[src/rtl/core/assert_macros.svh]
// Assertion macros shared by the life grid RTL.
// Depends on nothing; files that assert take it by include.
`ifndef ASSERT_MACROS_SVH
`define ASSERT_MACROS_SVH

// Checks a property on every rising edge of clk, suspended while rst is high.
`define ASSERT_CLK(label, prop, msg) \
  label: assert property (@(posedge clk) disable iff (rst) (prop)) else $error(msg);

// Checks that a condition in one cycle implies another in the same cycle.
`define ASSERT_IMPLY(label, ante, cons, msg) \
  `ASSERT_CLK(label, (ante) |-> (cons), msg)

`endif

[src/rtl/core/lfg_pkg.sv]
// Shared types, sizes and codes for the life grid generation step block.
// Depends on nothing; used by every module in rtl/core.
`timescale 1ns / 1ps

package lfg_pkg;

  // Grid size in storage.
  localparam int ROWS = 16;
  localparam int COLS = 32;
  localparam int ROW_W = 4;        // bits of a row address
  localparam int COL_W = 5;        // bits of a column address
  localparam int ROW_CNT_W = 5;    // bits of the active row count
  localparam int COL_CNT_W = 6;    // bits of the active column count

  // Configuration register indexes.
  localparam logic CFG_ACTIVE_ROWS = 1'b0;
  localparam logic CFG_ACTIVE_COLS = 1'b1;

  // Item operation codes; the fourth code means nothing and is ignored.
  typedef enum logic [1:0] {
    OP_WRITE = 2'd0,
    OP_STEP  = 2'd1,
    OP_READ  = 2'd2
  } opcode_t;

  typedef logic [COLS-1:0] row_bits_t;

  typedef struct packed {
    opcode_t            opcode;
    logic [ROW_W-1:0]   row;
    logic [COL_W-1:0]   col;
    logic               cell_in;
  } in_item_t;

  typedef struct packed {
    logic cell_out;
    logic grid_changed;
    logic addr_error;
  } out_item_t;

  // Request from the sequencer to the grid memory.
  typedef struct packed {
    logic             rd_en;
    logic [ROW_W-1:0] rd_addr;
    logic             wr_en;
    logic [ROW_W-1:0] wr_addr;
    row_bits_t        wr_data;
  } mem_req_t;

endpackage

[src/rtl/core/life_grid_generation_step.sv]
// Top level of the life grid generation step block: sequencer and ports.
// Depends on lfg_pkg, lfg_grid_mem, lfg_row_unit and assert_macros.svh.
`timescale 1ns / 1ps
`include "assert_macros.svh"

// Usage:
// Items arrive on in_item with in_valid/in_stall; a transfer happens when
// in_valid is high and in_stall is low. Every item gives one result on
// out_item with out_valid/out_stall, transferred under the same rule.
// Configuration writes use cfg_valid/cfg_ready with cfg_index and cfg_data;
// cfg_ready is always high, and writes are expected only while idle.
// Sequence: a write or read passes through an access state to its result, an
// item with an address error, the unused opcode or a step with no active rows
// goes straight to its result, and any other generation step fills and then
// sweeps the active rows: the sweep uses the single row update unit once per
// row, reading rows through the one read port of the grid memory while the
// previous row is written back.
// The block holds in_stall high from an input transfer until its result is
// loaded into the output register; it then takes the next item while that
// result waits. If the receiver stalls, a finished result waits in the
// sequencer until the output register is free.
// Reset (rst, synchronous) kills every cell, clears the change flag and sets
// the active size back to 10 rows by 20 columns.

module life_grid_generation_step (
  input  logic                               clk,
  input  logic                               rst,
  input  logic                               in_valid,
  output logic                               in_stall,
  input  lfg_pkg::in_item_t                  in_item,
  output logic                               out_valid,
  input  logic                               out_stall,
  output lfg_pkg::out_item_t                 out_item,
  input  logic                               cfg_valid,
  output logic                               cfg_ready,
  input  logic                               cfg_index,
  input  logic [lfg_pkg::COL_CNT_W-1:0]      cfg_data
);

  typedef enum logic [2:0] {
    ST_IDLE,
    ST_ACCESS,
    ST_FILL,
    ST_SWEEP,
    ST_DONE
  } state_t;

  state_t                             state;
  lfg_pkg::in_item_t                  item;
  logic [lfg_pkg::ROW_CNT_W-1:0]      active_rows;
  logic [lfg_pkg::COL_CNT_W-1:0]      active_cols;
  logic [lfg_pkg::ROW_CNT_W-1:0]      eff_rows;
  logic [lfg_pkg::COL_CNT_W-1:0]      eff_cols;
  lfg_pkg::row_bits_t                 col_mask;
  logic [lfg_pkg::ROW_W-1:0]          rcnt;
  lfg_pkg::row_bits_t                 prev_row;
  lfg_pkg::row_bits_t                 cur_row;
  lfg_pkg::row_bits_t                 below_row;
  lfg_pkg::row_bits_t                 new_row;
  logic                               row_changed;
  logic                               change_acc;
  logic                               last_changed;
  logic                               cell_res;
  logic                               err_res;
  logic                               in_accept;
  logic                               addr_err_now;
  logic                               last_row;
  logic                               out_free;
  lfg_pkg::mem_req_t                  mem_req;
  lfg_pkg::row_bits_t                 rd_data;
  lfg_pkg::row_bits_t                 patched_row;

  // Active size, with values above the storage size acting as the storage size.
  assign eff_rows = (active_rows > lfg_pkg::ROW_CNT_W'(lfg_pkg::ROWS))
                  ? lfg_pkg::ROW_CNT_W'(lfg_pkg::ROWS) : active_rows;
  assign eff_cols = (active_cols > lfg_pkg::COL_CNT_W'(lfg_pkg::COLS))
                  ? lfg_pkg::COL_CNT_W'(lfg_pkg::COLS) : active_cols;

  always_comb begin
    for (int c = 0; c < lfg_pkg::COLS; c++) begin
      col_mask[c] = lfg_pkg::COL_CNT_W'(c) < eff_cols;
    end
  end

  // Handshake decode.
  assign in_stall  = (state != ST_IDLE);
  assign in_accept = in_valid && !in_stall;
  assign cfg_ready = 1'b1;
  assign out_free  = !out_valid || !out_stall;

  assign addr_err_now = ({1'b0, in_item.row} >= eff_rows)
                     || ({1'b0, in_item.col} >= eff_cols);

  // Row below the one being updated; dead past the last active row.
  assign last_row  = (({1'b0, rcnt} + lfg_pkg::ROW_CNT_W'(1)) == eff_rows);
  assign below_row = last_row ? '0 : rd_data;

  // Stored row with the addressed cell replaced, for a cell write.
  always_comb begin
    patched_row = rd_data;
    patched_row[item.col] = item.cell_in;
  end

  // Memory requests from the sequencer.
  always_comb begin
    mem_req = '0;
    case (state)
      ST_IDLE: begin
        mem_req.rd_en   = in_accept;
        mem_req.rd_addr = (in_item.opcode == lfg_pkg::OP_STEP) ? '0 : in_item.row;
      end
      ST_ACCESS: begin
        mem_req.wr_en   = (item.opcode == lfg_pkg::OP_WRITE);
        mem_req.wr_addr = item.row;
        mem_req.wr_data = patched_row;
      end
      ST_FILL: begin
        mem_req.rd_en   = 1'b1;
        mem_req.rd_addr = lfg_pkg::ROW_W'(1);
      end
      ST_SWEEP: begin
        mem_req.rd_en   = 1'b1;
        mem_req.rd_addr = rcnt + lfg_pkg::ROW_W'(2);
        mem_req.wr_en   = 1'b1;
        mem_req.wr_addr = rcnt;
        mem_req.wr_data = new_row;
      end
      default: begin
        mem_req = '0;
      end
    endcase
  end

  lfg_grid_mem u_grid_mem (
    .clk     (clk),
    .rst     (rst),
    .req     (mem_req),
    .rd_data (rd_data)
  );

  lfg_row_unit u_row_unit (
    .prev_row (prev_row),
    .cur_row  (cur_row),
    .next_row (below_row),
    .col_mask (col_mask),
    .new_row  (new_row),
    .changed  (row_changed)
  );

  // Sequencer, configuration registers and output register.
  always_ff @(posedge clk) begin
    if (rst) begin
      state        <= ST_IDLE;
      active_rows  <= lfg_pkg::ROW_CNT_W'(10);
      active_cols  <= lfg_pkg::COL_CNT_W'(20);
      last_changed <= 1'b0;
      out_valid    <= 1'b0;
    end else begin
      if (cfg_valid && cfg_ready) begin
        case (cfg_index)
          lfg_pkg::CFG_ACTIVE_ROWS: active_rows <= cfg_data[lfg_pkg::ROW_CNT_W-1:0];
          lfg_pkg::CFG_ACTIVE_COLS: active_cols <= cfg_data;
          default: ;
        endcase
      end

      // The output empties after its transfer unless a new result replaces it.
      if (out_valid && !out_stall && (state != ST_DONE)) begin
        out_valid <= 1'b0;
      end

      case (state)
        ST_IDLE: begin
          if (in_accept) begin
            item     <= in_item;
            cell_res <= 1'b0;
            case (in_item.opcode)
              lfg_pkg::OP_WRITE,
              lfg_pkg::OP_READ: begin
                err_res <= addr_err_now;
                state   <= addr_err_now ? ST_DONE : ST_ACCESS;
              end
              lfg_pkg::OP_STEP: begin
                err_res <= 1'b0;
                if (eff_rows == '0) begin
                  last_changed <= 1'b0;
                  state        <= ST_DONE;
                end else begin
                  state <= ST_FILL;
                end
              end
              default: begin
                err_res <= 1'b0;
                state   <= ST_DONE;
              end
            endcase
          end
        end
        ST_ACCESS: begin
          cell_res <= (item.opcode == lfg_pkg::OP_READ) && rd_data[item.col];
          state    <= ST_DONE;
        end
        ST_FILL: begin
          prev_row   <= '0;
          cur_row    <= rd_data;
          rcnt       <= '0;
          change_acc <= 1'b0;
          state      <= ST_SWEEP;
        end
        ST_SWEEP: begin
          prev_row   <= cur_row;
          cur_row    <= below_row;
          rcnt       <= rcnt + lfg_pkg::ROW_W'(1);
          change_acc <= change_acc | row_changed;
          if (last_row) begin
            last_changed <= change_acc | row_changed;
            state        <= ST_DONE;
          end
        end
        ST_DONE: begin
          if (out_free) begin
            out_valid             <= 1'b1;
            out_item.cell_out     <= cell_res;
            out_item.grid_changed <= last_changed;
            out_item.addr_error   <= err_res;
            state                 <= ST_IDLE;
          end
        end
        default: begin
          state <= ST_IDLE;
        end
      endcase
    end
  end

  // Grid writes, from the sweep or a cell write, only address active rows.
  `ASSERT_IMPLY(a_wr_in_range, mem_req.wr_en, ({1'b0, mem_req.wr_addr} < eff_rows),
                "grid write outside active rows")
  // Write-back and look-ahead read never address the same row.
  `ASSERT_IMPLY(a_no_rw_clash, mem_req.wr_en && mem_req.rd_en,
                mem_req.wr_addr != mem_req.rd_addr, "read and write hit the same row")
  // The row counter stays inside the active rows while sweeping.
  `ASSERT_IMPLY(a_sweep_range, state == ST_SWEEP, ({1'b0, rcnt} < eff_rows),
                "sweep row counter out of range")
  // A new result is never loaded over one that the receiver is stalling.
  `ASSERT_CLK(a_no_overwrite, (out_valid && out_stall) |=> $stable(out_item),
              "result overwritten while stalled")

endmodule

[src/rtl/core/lfg_grid_mem.sv]
// Grid storage: one row of cells per entry, one read and one write port.
// Depends on lfg_pkg. Rows never written since reset read as all dead.
`timescale 1ns / 1ps

module lfg_grid_mem (
  input  logic                clk,
  input  logic                rst,
  input  lfg_pkg::mem_req_t   req,
  output lfg_pkg::row_bits_t  rd_data
);

  lfg_pkg::row_bits_t            mem [lfg_pkg::ROWS];
  logic [lfg_pkg::ROWS-1:0]      row_valid;
  lfg_pkg::row_bits_t            rd_q;
  logic                          rd_valid_q;

  // Row array write and registered read.
  always_ff @(posedge clk) begin
    if (req.wr_en) begin
      mem[req.wr_addr] <= req.wr_data;
    end
    if (req.rd_en) begin
      rd_q <= mem[req.rd_addr];
    end
  end

  // Per-row valid bits stand in for clearing the array at reset.
  always_ff @(posedge clk) begin
    if (rst) begin
      row_valid  <= '0;
      rd_valid_q <= 1'b0;
    end else begin
      if (req.rd_en) begin
        rd_valid_q <= row_valid[req.rd_addr];
      end
      if (req.wr_en) begin
        row_valid[req.wr_addr] <= 1'b1;
      end
    end
  end

  // A row that was never written reads as dead cells.
  assign rd_data = rd_valid_q ? rd_q : '0;

endmodule

[src/rtl/core/lfg_row_unit.sv]
// Shared row update unit: applies the B3/S23 rule to one row of cells.
// Depends on lfg_pkg. Reused for every row of a generation sweep.
`timescale 1ns / 1ps

module lfg_row_unit (
  input  lfg_pkg::row_bits_t  prev_row,
  input  lfg_pkg::row_bits_t  cur_row,
  input  lfg_pkg::row_bits_t  next_row,
  input  lfg_pkg::row_bits_t  col_mask,
  output lfg_pkg::row_bits_t  new_row,
  output logic                changed
);

  logic [lfg_pkg::COLS+1:0] up_ext;
  logic [lfg_pkg::COLS+1:0] mid_ext;
  logic [lfg_pkg::COLS+1:0] dn_ext;
  lfg_pkg::row_bits_t       rule_row;

  // Inactive columns count as dead; a dead guard bit pads each side.
  assign up_ext  = {1'b0, prev_row & col_mask, 1'b0};
  assign mid_ext = {1'b0, cur_row  & col_mask, 1'b0};
  assign dn_ext  = {1'b0, next_row & col_mask, 1'b0};

  // Neighbor count and rule, one independent lane per column.
  always_comb begin
    logic [3:0] cnt;
    for (int c = 0; c < lfg_pkg::COLS; c++) begin
      cnt = 4'(up_ext[c]) + 4'(up_ext[c+1]) + 4'(up_ext[c+2])
          + 4'(mid_ext[c]) + 4'(mid_ext[c+2])
          + 4'(dn_ext[c]) + 4'(dn_ext[c+1]) + 4'(dn_ext[c+2]);
      rule_row[c] = (cnt == 4'd3) || (mid_ext[c+1] && (cnt == 4'd2));
    end
  end

  // Cells outside the active columns keep their stored value.
  assign new_row = (rule_row & col_mask) | (cur_row & ~col_mask);
  assign changed = |((rule_row ^ cur_row) & col_mask);

endmodule
[config.mk]
export PLATFORM = sky130hd
export DESIGN_NAME = life_grid_generation_step
export DESIGN_NICKNAME = d
export VERILOG_FILES = /design/src/rtl/core/lfg_pkg.sv /design/src/rtl/core/life_grid_generation_step.sv /design/src/rtl/core/lfg_grid_mem.sv /design/src/rtl/core/lfg_row_unit.sv
export VERILOG_INCLUDE_DIRS = /design/src /design/src/rtl/core
export SDC_FILE = /design/constraint.sdc
export NUM_CORES = 1
export LEC_CHECK = 0
export BUFFER_PORTS_ARGS = -buffer_cell sky130_fd_sc_hd__buf_2
export CAP_MARGIN = 25
export CORE_UTILIZATION = 45
export CTS_CLUSTER_SIZE = 12
export DETAILED_ROUTE_END_ITERATION = 16
export HOLD_SLACK_MARGIN = 0.12
export SLEW_MARGIN = 10
export SYNTH_ARGS = -nofsm -noshare
export SYNTH_HDL_FRONTEND = slang
export SYNTH_HIERARCHICAL = 1
export SYNTH_SLANG_ARGS = --single-unit
[constraint.sdc]
create_clock -name clk -period 8.7 [get_ports clk]
set_input_delay 0.87 -clock clk [delete_from_list [all_inputs] [get_ports clk]]
set_output_delay 0.87 -clock clk [all_outputs]
set_load 0.05 [all_outputs]
### Word level (Yosys, flattened, before mapping)

Memories as Yosys holds them, arrays and structs flattened. A register that Yosys moved wholly into a read port is not among the register bits.
Index checks and enable logic that the tools add are counted.

| cells by class | value |
|---|---|
| eq/ne operators | 78 |
| reductions and logical operators | 93 |
| $add $sub $neg | 220 |
| bitwise gates (word level) | 13 |
| order comparisons | 41 |
| mux-type cells | 39 |

Operator list:

| operator | number |
|---|---|
| $add A4 B1 Y4 | 186 |
| $eq A4 B2 Y1 const B | 64 |
| $and A32 B32 Y32 | 6 |
| $pmux W32 S2 | 2 |
| $lt A5 B6 Y1 const A | 16 |
| $pmux W37 S2 | 1 |
| $mux W32 | 2 |
| $add A1 B1 Y2 | 31 |
| $lt A4 B6 Y1 const A | 8 |
| $logic_and A1 B1 Y1 | 38 |
| $logic_or A1 B1 Y1 | 34 |
| $bwmux W32 | 1 |
| $not A32 Y32 | 1 |
| $or A32 B32 Y32 | 1 |
| $reduce_or A32 Y1 | 1 |
| $xor A32 B32 Y32 | 1 |
| $lt A3 B6 Y1 const A | 4 |
| $or A16 B16 Y16 | 1 |
| $mux W3 | 5 |
| $pmux W3 S5 | 1 |
| $pmux W5 S3 | 1 |
| $mux W1 | 14 |
| $lt A1 B6 Y1 const A | 2 |
| $lt A2 B6 Y1 const A | 2 |
| other kinds (41) | 61 |

| storage, ports and cells | value |
|---|---|
| flip-flop bits (word level) | 119 |
| memories | 1 |
| output and inout bits | 6 |
| word-level logic and storage cells | 505 |
| RAM bits | 512 |

Memories:

| name | words | width | rd ports | clocked after Yosys merged registers in | write ports | RTL line | RTL |
|---|---|---|---|---|---|---|---|
| u_grid_mem.mem | 16 | 32 | 1 | 1 | 1 | lfg_grid_mem.sv:12 | `lfg_pkg::row_bits_t mem [lfg_pkg::ROWS];` |

### Logic depth before layout (Yosys ltp)

Gate-level depths: netlist (run 1).

| depth | value |
|---|---|
| depth after elaboration | 22 |
| mapped depth | 26 |
| gate-level depth less buffers | 25 |

### Modules after synthesis

Netlist (run 1), hierarchy kept.

By module, submodules not included:

| module | area an instance (sq um) | cells an instance | instances |
|---|---|---|---|
| lfg_grid_mem | 21109.0 | 867 | 1 |
| lfg_row_unit | 6132.1 | 641 | 1 |
| life_grid_generation_step | 6014.5 | 603 | 1 |

### Least setup slack after synthesis (run 1)

Ideal clock, no wire load.

| path | value |
|---|---|
| path kind | input-to-reg |
| from | input rst |
| to | register change_acc (enable) |
| setup slack | 1760 ps |
| arrival | 6344 ps |
| stages on the path | 3 |
| cell sequence | clkbuf_1 clkbuf_1 nor3b_1 |

| on the way | value |
|---|---|
| cells in the longest elaborated chain, start to end | 2 |

Ends and longest elaborated chain:

| what | RTL line | RTL |
|---|---|---|
| start: declaration | life_grid_generation_step.sv:27 | `input logic rst,` |
| $not A1 Y1 (no line) | - |  |
| $reduce_and A2 Y1 (no line) | - |  |
| end signal: assignment | life_grid_generation_step.sv:214 | `change_acc <= change_acc \| row_changed;` |
| end: declaration | life_grid_generation_step.sv:61 | `logic change_acc;` |

No other way between the ends.
A chain may end at the register's enable or synchronous reset.

### Worst setup path after layout (run 1)

| path | value |
|---|---|
| from | register active_cols[5] (netlist bit) |
| to | register last_changed |

| on the way | value |
|---|---|
| cells in the longest elaborated chain, start to end | 20 |
| elaborated cells between the ends (all ways) | 388 |

Ends and longest elaborated chain:

| what | RTL line | RTL |
|---|---|---|
| start: declaration | life_grid_generation_step.sv:51 | `logic [lfg_pkg::COL_CNT_W-1:0] active_cols;` |
| start signal: assignment | life_grid_generation_step.sv:155 | `active_cols <= lfg_pkg::COL_CNT_W'(20);` |
| start signal: assignment | life_grid_generation_step.sv:162 | `lfg_pkg::CFG_ACTIVE_COLS: active_cols <= cfg_data;` |
| $gt A6 B6 Y1 | life_grid_generation_step.sv:76 | `assign eff_cols = (active_cols > lfg_pkg::COL_CNT_W'(lfg_pkg::COLS))` |
| $mux W6 (*) | life_grid_generation_step.sv:77 | `? lfg_pkg::COL_CNT_W'(lfg_pkg::COLS) : active_cols;` |
| $lt A3 B6 Y1 (*) | life_grid_generation_step.sv:81 | `col_mask[c] = lfg_pkg::COL_CNT_W'(c) < eff_cols;` |
| via col_mask[4] | life_grid_generation_step.sv:54 | `lfg_pkg::row_bits_t col_mask;` |
| $and A32 B32 Y32 | lfg_row_unit.sv:20 | `assign up_ext = {1'b0, prev_row & col_mask, 1'b0};` |
| $add A1 B1 Y2 | lfg_row_unit.sv:28 | `cnt = 4'(up_ext[c]) + 4'(up_ext[c+1]) + 4'(up_ext[c+2])` |
| $add A4 B1 Y4 | lfg_row_unit.sv:28 |  |
| $add A4 B1 Y4 (2 in series) | lfg_row_unit.sv:29 | `+ 4'(mid_ext[c]) + 4'(mid_ext[c+2])` |
| [5 not listed] | - |  |
| $logic_or A1 B1 Y1 | lfg_row_unit.sv:31 | `rule_row[c] = (cnt == 4'd3) \|\| (mid_ext[c+1] && (cnt == 4'd2));` |
| $xor A32 B32 Y32 | lfg_row_unit.sv:37 | `assign changed = \|((rule_row ^ cur_row) & col_mask);` |
| $and A32 B32 Y32 (*) | lfg_row_unit.sv:37 |  |
| $reduce_or A32 Y1 (*) | lfg_row_unit.sv:37 |  |
| via row_changed | life_grid_generation_step.sv:60 | `logic row_changed;` |
| $or A1 B1 Y1 (*) | life_grid_generation_step.sv:216 | `last_changed <= change_acc \| row_changed;` |
| $mux W1 (*) | life_grid_generation_step.sv:215 | `if (last_row) begin` |
| $pmux W1 S2 (*) | life_grid_generation_step.sv:172 | `case (state)` |
| end signal: assignment | life_grid_generation_step.sv:216 |  |
| end: declaration | life_grid_generation_step.sv:62 | `logic last_changed;` |

The timed path passes the listed nets; every way through them passes the cells marked *. The select of a mux whose other input is x is not followed.

==> results.ini, run 1 <==
[hold_path]
holdPathEnd = out_item[0]
min_path_cells = 0
hp-start = err_res
hp-class = flip-flop to flip-flop

[worst_setup_path]
crit_fanout = 17
cp-start-kind = flip-flop
reg2reg_slack_ns = 1.57
critPathKind = flip-flop to flip-flop
rr_endpoint = last_changed
cp_num_buf_inv = 2
crit_top_cell = fa_1
timing.rr.start = active_cols[5]
ff2ff_path_depth = 20
cp_top_family = adder cells
slowest_stage = dfxtp_1
cp.arrival_ns = 7.63
crit_path_max_incr_delay_ns = 0.72
crit_required_ns = 9.20
cp_cell_sequence = clkinv_1 > nand2_1 > o21ai_0 > nand2_1 > inv_1 > fa_1 > fa_1 > fa_1 > ha_1 > fa_1 > and3_1 > o21ai_1 > mux2i_1 > a211oi_1 > nand4_1 > or4_1 > nor2_1 > nor2_1 > a32o_1 > o21ba_1
critPathCaptureType = flip-flop

[power]
switching_share_pct = 25.5
peakVddDrop_v = 0.000144
p_per_area_nw_per_um2 = 205
comb_power_share_pct = 15.6
switchingPower_mw = 1.94
p_int_mw = 5.67
clockPowerShare_pct = 37.6
p_leak_nw = 12.3
seq_power_share_pct = 46.8

[die]
die_x_um = 274
rows = 99
dieArea_um2 = 75000
die_y_um = 274
top_level_ports = 30
core_area_um2 = 73100
start_util_pct = 45.5

[synth]
synth-warning-count = 6
synth.distinct_cells = 86
synth_cells = 2111
synth_top_area_share_pct = 56.9
ys.flop_type = edfxtp_1
synth_most_common_cell = edfxtp_1
synthTopCellsByArea = edfxtp_1, mux4_2, fa_1
synth_seq_area_share_pct = 58.9
ys_ff_latch = 663
synth_area_um2 = 33300
syn_nets = 2362
synth_edf_count = 630
synth_area_leader_cell = edfxtp_1
synthArstFlopShare_pct = 0
synth_top_cells_by_count = edfxtp_1, and2_1, mux4_2
syn-mean-instance-area_um2 = 15.8

[clocking]
htreeDepth = 3
cts_setup_buffers = 0
clock-sinks = 663
clk_latency_ns = 0.61
clkTransAtPathRegs_ns = 0.06
cts_hold_buf = 0
cts_inserted_buffers = 71
clk_path_buf_depth = 3
cts_tree = built
cts_resized = 0
clk_root_buffer_cell = clkbuf_16

[run_status]
status = complete, no violations

[final_layout]
postLayoutCoreUtil_pct = 50.7
seqCellArea_um2 = 19600
drive_gt1_share_pct = 18.9
design_area_um2 = 37100
syn_to_final_growth_pct = 11.4
nFillCells = 6038
multi_input_area_um2 = 13200
finalNetCount = 2446

[placement]
place_area_um2 = 34800
port_buffers = 28
dpl.hpwl_mm = 50.8
place_congestion = 0.910

[global_routing]
antenna_found_initial = 1
grt_pass1_wl_mm = 123
grt-ovfl-total = 0
grt_pass1_vias = 19354
grt_usage_pct = 22.3
grt_max_degree = 131

[routing]
wl_mm = 81.4
vias_per_cell = 5.85
wire_per_inst_um = 25.5
drt-initial-drc-count = 1600
drt-pass1-iter-count = 5
ant_nets = 0
drc = 0
num_vias = 18697

[sta]
setup-violations-final = 0
hold_violations = 0
slew_viol_final = 0
fmax_ghz = 0.140
fin_skew_ns = 0.0122
rsz0062_at_grt = no
slew_headroom_pct = 31.9
fin_crit_ns = 7.13
worst_pin_slew_ns = 1.02
tns_ns = 0
fin_crit_sh_pct = 81.9

[flow_run]
cap_violations = 0

-- metrics by stage --
step | hold WS [ns] | std cells | worst slack, ns | power [mW]
after global routing | 0.430 | 3194 | 1.25 | 7.91
after floorplan | 0.400 | 2111 | 1.76 | 4.47
final | 0.425 | 3195 | 1.57 | 7.61
after detailed placement | 0.415 | 3077 | 1.56 | 4.81
after CTS | 0.430 | 3190 | 1.55 | 7.67
after global placement | 0.402 | 3073 | 1.62 | 4.78
-- area by class of cell --
class                      instances  area share [%]
multi-input combinational       1302            35.5
antenna                            1         0.00675
inverter                          60           0.608
sequential                       663            52.8
clock buffer                      93            5.15
tap                              959            3.24
clock inverter                    20           0.638
timing repair buffer              97            2.01
-- kinds of logic (layout without fill, tap and decap cells) --
family,count (synthesis),in the layout,synth area share [%]
XOR/XNOR,16,16,0.421
buffers and inverters,146,270,2.08
AND/OR/NAND/NOR,587,587,9.58
adder cells (fa/ha/maj),227,227,11.3
multiplexers,224,224,13.2
other,1,2,0.0113
flip-flops,663,663,58.9
AO/OA/AOI/OAI,247,247,4.50
-- worst max-delay path by stage --
stage,from,depth (start not counted),slack [ns],to
after detailed placement,active_cols[5],20,1.56,last_changed
after CTS,active_cols[5],20,1.55,last_changed
after floorplan,rst,3,1.76,change_acc
after global routing,rcnt[1],23,1.25,last_changed
final,active_cols[5],20,1.57,last_changed
after global placement,active_cols[5],20,1.62,last_changed
-- state kept, by name (all words and copies together) (netlist names), 4 cells and up --
signal / count
rcnt: 4
prev_row: 32
active_rows: 5
cur_row: 32
item: 12
u_grid_mem/rd_q: 32
u_grid_mem/row_valid: 16
u_grid_mem/mem: 512
active_cols: 6
-- power groups by stage --
stage | Combinational (mW) | Clock (mW) | Sequential (mW)
3_5_place_dp | 1.18 | 0 | 3.63
2_1_floorplan | 0.868 | 0 | 3.61
6_report | 1.19 | 2.86 | 3.56
5_1_grt | 1.31 | 3.04 | 3.56
4_1_cts | 1.19 | 2.92 | 3.56
3_3_place_gp | 1.14 | 0 | 3.63
-- metal layers --
metal / global-route usage [%] / wire length, µm / vias to the layer above
li1: - / - / 8224
met1: 31.4 / 35700 / 9775
met2: 36.0 / 39100 / 568
met3: 3.36 / 4500 / 130
met4: 6.55 / 2030 / 0
met5: 0 / 0 / -
-- cell usage in the layout, fill, tap and decap left out, drive strengths merged, types with 6 or more instances in the layout --
cell / count
fa: 124
buf: 97
nor2: 104
o21ai: 87
a211oi: 6
mux4: 170
nand4: 10
mux2: 13
nand2b: 12
mux2i: 41
or2: 11
o22ai: 7
a22oi: 9
xor2: 13
dfxtp: 33
a21oi: 94
nand3b: 14
nor3: 19
a211o: 6
or3: 6
clkbuf: 93
nor2b: 16
ha: 103
nand4b: 9
nand3: 27
edfxtp: 630
nor3b: 7
and3: 10
clkinv: 15
and2: 203
inv: 62
nand2: 121
(Power assumes the default switching activity.)
==> run 2: changes to the inputs <==
- ABC_AREA: unset -> 1
- clock period: 8.7 -> 6.6 ns (I/O delays scaled with it)
==> run 2 against run 1 <==
Net effect: non-clock buffer count fell by 12; via count increased by 29%; flip-flop and latch count stayed put; combinational power increased by 110%; count of clock-buffer cells in the layout up 3; critical path depth is 3 lower; largest cell class unchanged.
==> results.ini, run 2 <==
[synth]
synth_top_area_share_pct = 54.8
syn_nets = 3640
synth_top_cells_by_count = edfxtp_1, nor2_1, nand2_1
synthArstFlopShare_pct = 0
synth_seq_area_share_pct = 56.7
ys_ff_latch = 663
synth_cells = 3389
synth_area_leader_cell = edfxtp_1
synthTopCellsByArea = edfxtp_1, fa_1, nor2_1
syn-mean-instance-area_um2 = 10.2
synth_edf_count = 630
synth-warning-count = 6
ys.flop_type = edfxtp_1
synth.distinct_cells = 42
synth_most_common_cell = edfxtp_1
synth_area_um2 = 34500

[routing]
num_vias = 24190
drt-pass1-iter-count = 6
ant_nets = 0
wire_per_inst_um = 20.2
drt-initial-drc-count = 2510
drc = 0
vias_per_cell = 5.40
wl_mm = 90.3

[clocking]
clk_path_buf_depth = 3
cts_resized = 0
cts_hold_buf = 0
cts_inserted_buffers = 72
clk_latency_ns = 0.62
clkTransAtPathRegs_ns = 0.06
cts_setup_buffers = 0
clock-sinks = 663
clk_root_buffer_cell = clkbuf_16
htreeDepth = 3
cts_tree = built

[power]
p_leak_nw = 14.8
p_per_area_nw_per_um2 = 292
peakVddDrop_v = 0.000155

[worst_setup_path]
cp-start-kind = flip-flop
crit_path_max_incr_delay_ns = 0.65
timing.rr.start = active_cols[5]
crit_top_cell = fa_1
cp.arrival_ns = 6.23
cp_top_family = adder cells
ff2ff_path_depth = 17
cp_cell_sequence = clkinv_1 > o21ai_0 > buf_4 > inv_1 > a21oi_1 > nand2_1 > inv_1 > fa_1 > fa_1 > fa_1 > ha_1 > fa_1 > nand2_1 > nor2_2 > nand2_1 > a21oi_1 > a32o_1
critPathCaptureType = flip-flop
critPathKind = flip-flop to flip-flop
crit_fanout = 16
cp_num_buf_inv = 4
slowest_stage = dfxtp_1
rr_endpoint = u_grid_mem/mem[8][26]
reg2reg_slack_ns = 0.68
crit_required_ns = 6.91

[sta]
worst_pin_slew_ns = 1.07
slew_headroom_pct = 28.6
hold_violations = 0
tns_ns = 0
finalWorstSetupSlack_ns = 0.678
rsz0062_at_grt = no
fin_skew_ns = 0.0222
setup-violations-final = 0
fin_crit_ns = 5.92
slew_viol_final = 0
fmax_ghz = 0.169
fin_crit_sh_pct = 89.7

[global_routing]
grt_util_met3_pct = 2.48
grt_use_met2_pct = 37.3
grt_usage_pct = 23.5
grt_pass1_wl_mm = 139
grt-busiest-layer = met2
grt-ovfl-total = 0
grt_pass1_vias = 23006
antenna_found_initial = 0
global_route.usage.met1_pct = 34.3
grt_max_degree = 207

[placement]
place_ws_ns = 0.783
port_buffers = 28
dpl.hpwl_mm = 55.0
place_congestion = 0.892

[final_layout]
multi_input_area_um2 = 12900
finalNetCount = 3656
diodes = 0
mostFrequentLayoutCells = edfxtp_1, nor2_1, nand2_1
syn_to_final_growth_pct = 10.6
drive_gt1_share_pct = 7.36
largest-register = u_grid_mem/mem
largest_reg_flops = 512
nFillCells = 6875
seqCellArea_um2 = 19600
final_common_cell = edfxtp_1

[hold_path]
hp-class = primary input to flip-flop
hp-start = in_item[6]
holdPathEnd = item[6]
min_path_cells = 1

[die]
die_x_um = 279
die_y_um = 279
top_level_ports = 30
core_area_um2 = 75900
rows = 101
dieArea_um2 = 77800
start_util_pct = 45.4

[flow_run]
cap_violations = 0

[run_status]
status = complete, no violations

==> run 2: cell count changes in the layout (fill, tap and decap cells not counted), sizes merged, moves of 108 or more <==
| cell | change |
|---|---|
| nor2 | +542 |
| nand3 | +152 |
| and2 | -203 |
| inv | +339 |
| nand2 | +384 |
| o21ai | +251 |
| mux4 | -170 |
| o211ai | +108 |
==> run 2: per-stage QoR <==
| stage | instance area [µm²] | util (%) | cells | power (mW) | hold WS [ns] |
|---|---|---|---|---|---|
| after CTS | 38200 | 50.3 | 4480 | 11.2 | 0.226 |
| after detailed placement | 35900 | 47.3 | 4361 | 7.30 | 0.415 |
| after floorplan | 34500 | - | 3389 | 6.62 | 0.400 |
| after global routing | 38200 | 50.3 | 4480 | 11.7 | 0.253 |
| final | 38200 | 50.3 | 4480 | 11.2 | 0.254 |
| after global placement | 35800 | 47.2 | 4357 | 7.27 | 0.407 |
==> run 2: worst max-delay path by stage <==
stage / start / end / cells past startpoint
3_3_place_gp: active_cols[5] / last_changed / 23
6_report: active_cols[5] / u_grid_mem/mem[8][26] / 17
5_1_grt: active_cols[5] / last_changed / 23
2_1_floorplan: active_cols[5] / change_acc / 27
4_1_cts: active_cols[5] / u_grid_mem/mem[2][10] / 15
3_5_place_dp: active_cols[5] / u_grid_mem/mem[14][18] / 15
==> run 2: cell type report <==
class | count | share of cell area (%)
clock buffer | 96 | 5.20
clock inverter | 23 | 0.737
inverter | 402 | 3.97
multi-input combinational | 2181 | 33.8
sequential | 663 | 51.3
tap | 1030 | 3.37
timing repair buffer | 85 | 1.64
==> run 2: routing by layer <==
layer,wire length (µm),up-vias
li1,-,11501
met1,41300,11756
met2,41400,808
met3,5740,125
met4,1870,0
met5,0,-
==> run 2: cell families (layout without fill, tap and decap cells) <==
group	count (synthesis)	in the layout	synth area share [%]
AND/OR/NAND/NOR	1368	1368	16.1
flip-flops	663	663	56.7
AO/OA/AOI/OAI	582	582	9.85
buffers and inverters	545	606	6.34
adder cells (fa/ha/maj)	227	227	10.9
XOR/XNOR	3	3	0.0761
other	1	1	0.0109
==> run 2: power breakdown <==
| group | switching [mW] | internal [mW] | leakage, nW |
|---|---|---|---|
| clock network | 1.63 | 2.31 | 1.10 |
| registers | 0.0505 | 4.70 | 5.71 |
| logic | 1.67 | 0.805 | 8.00 |
| total | 3.35 | 7.81 | 14.8 |
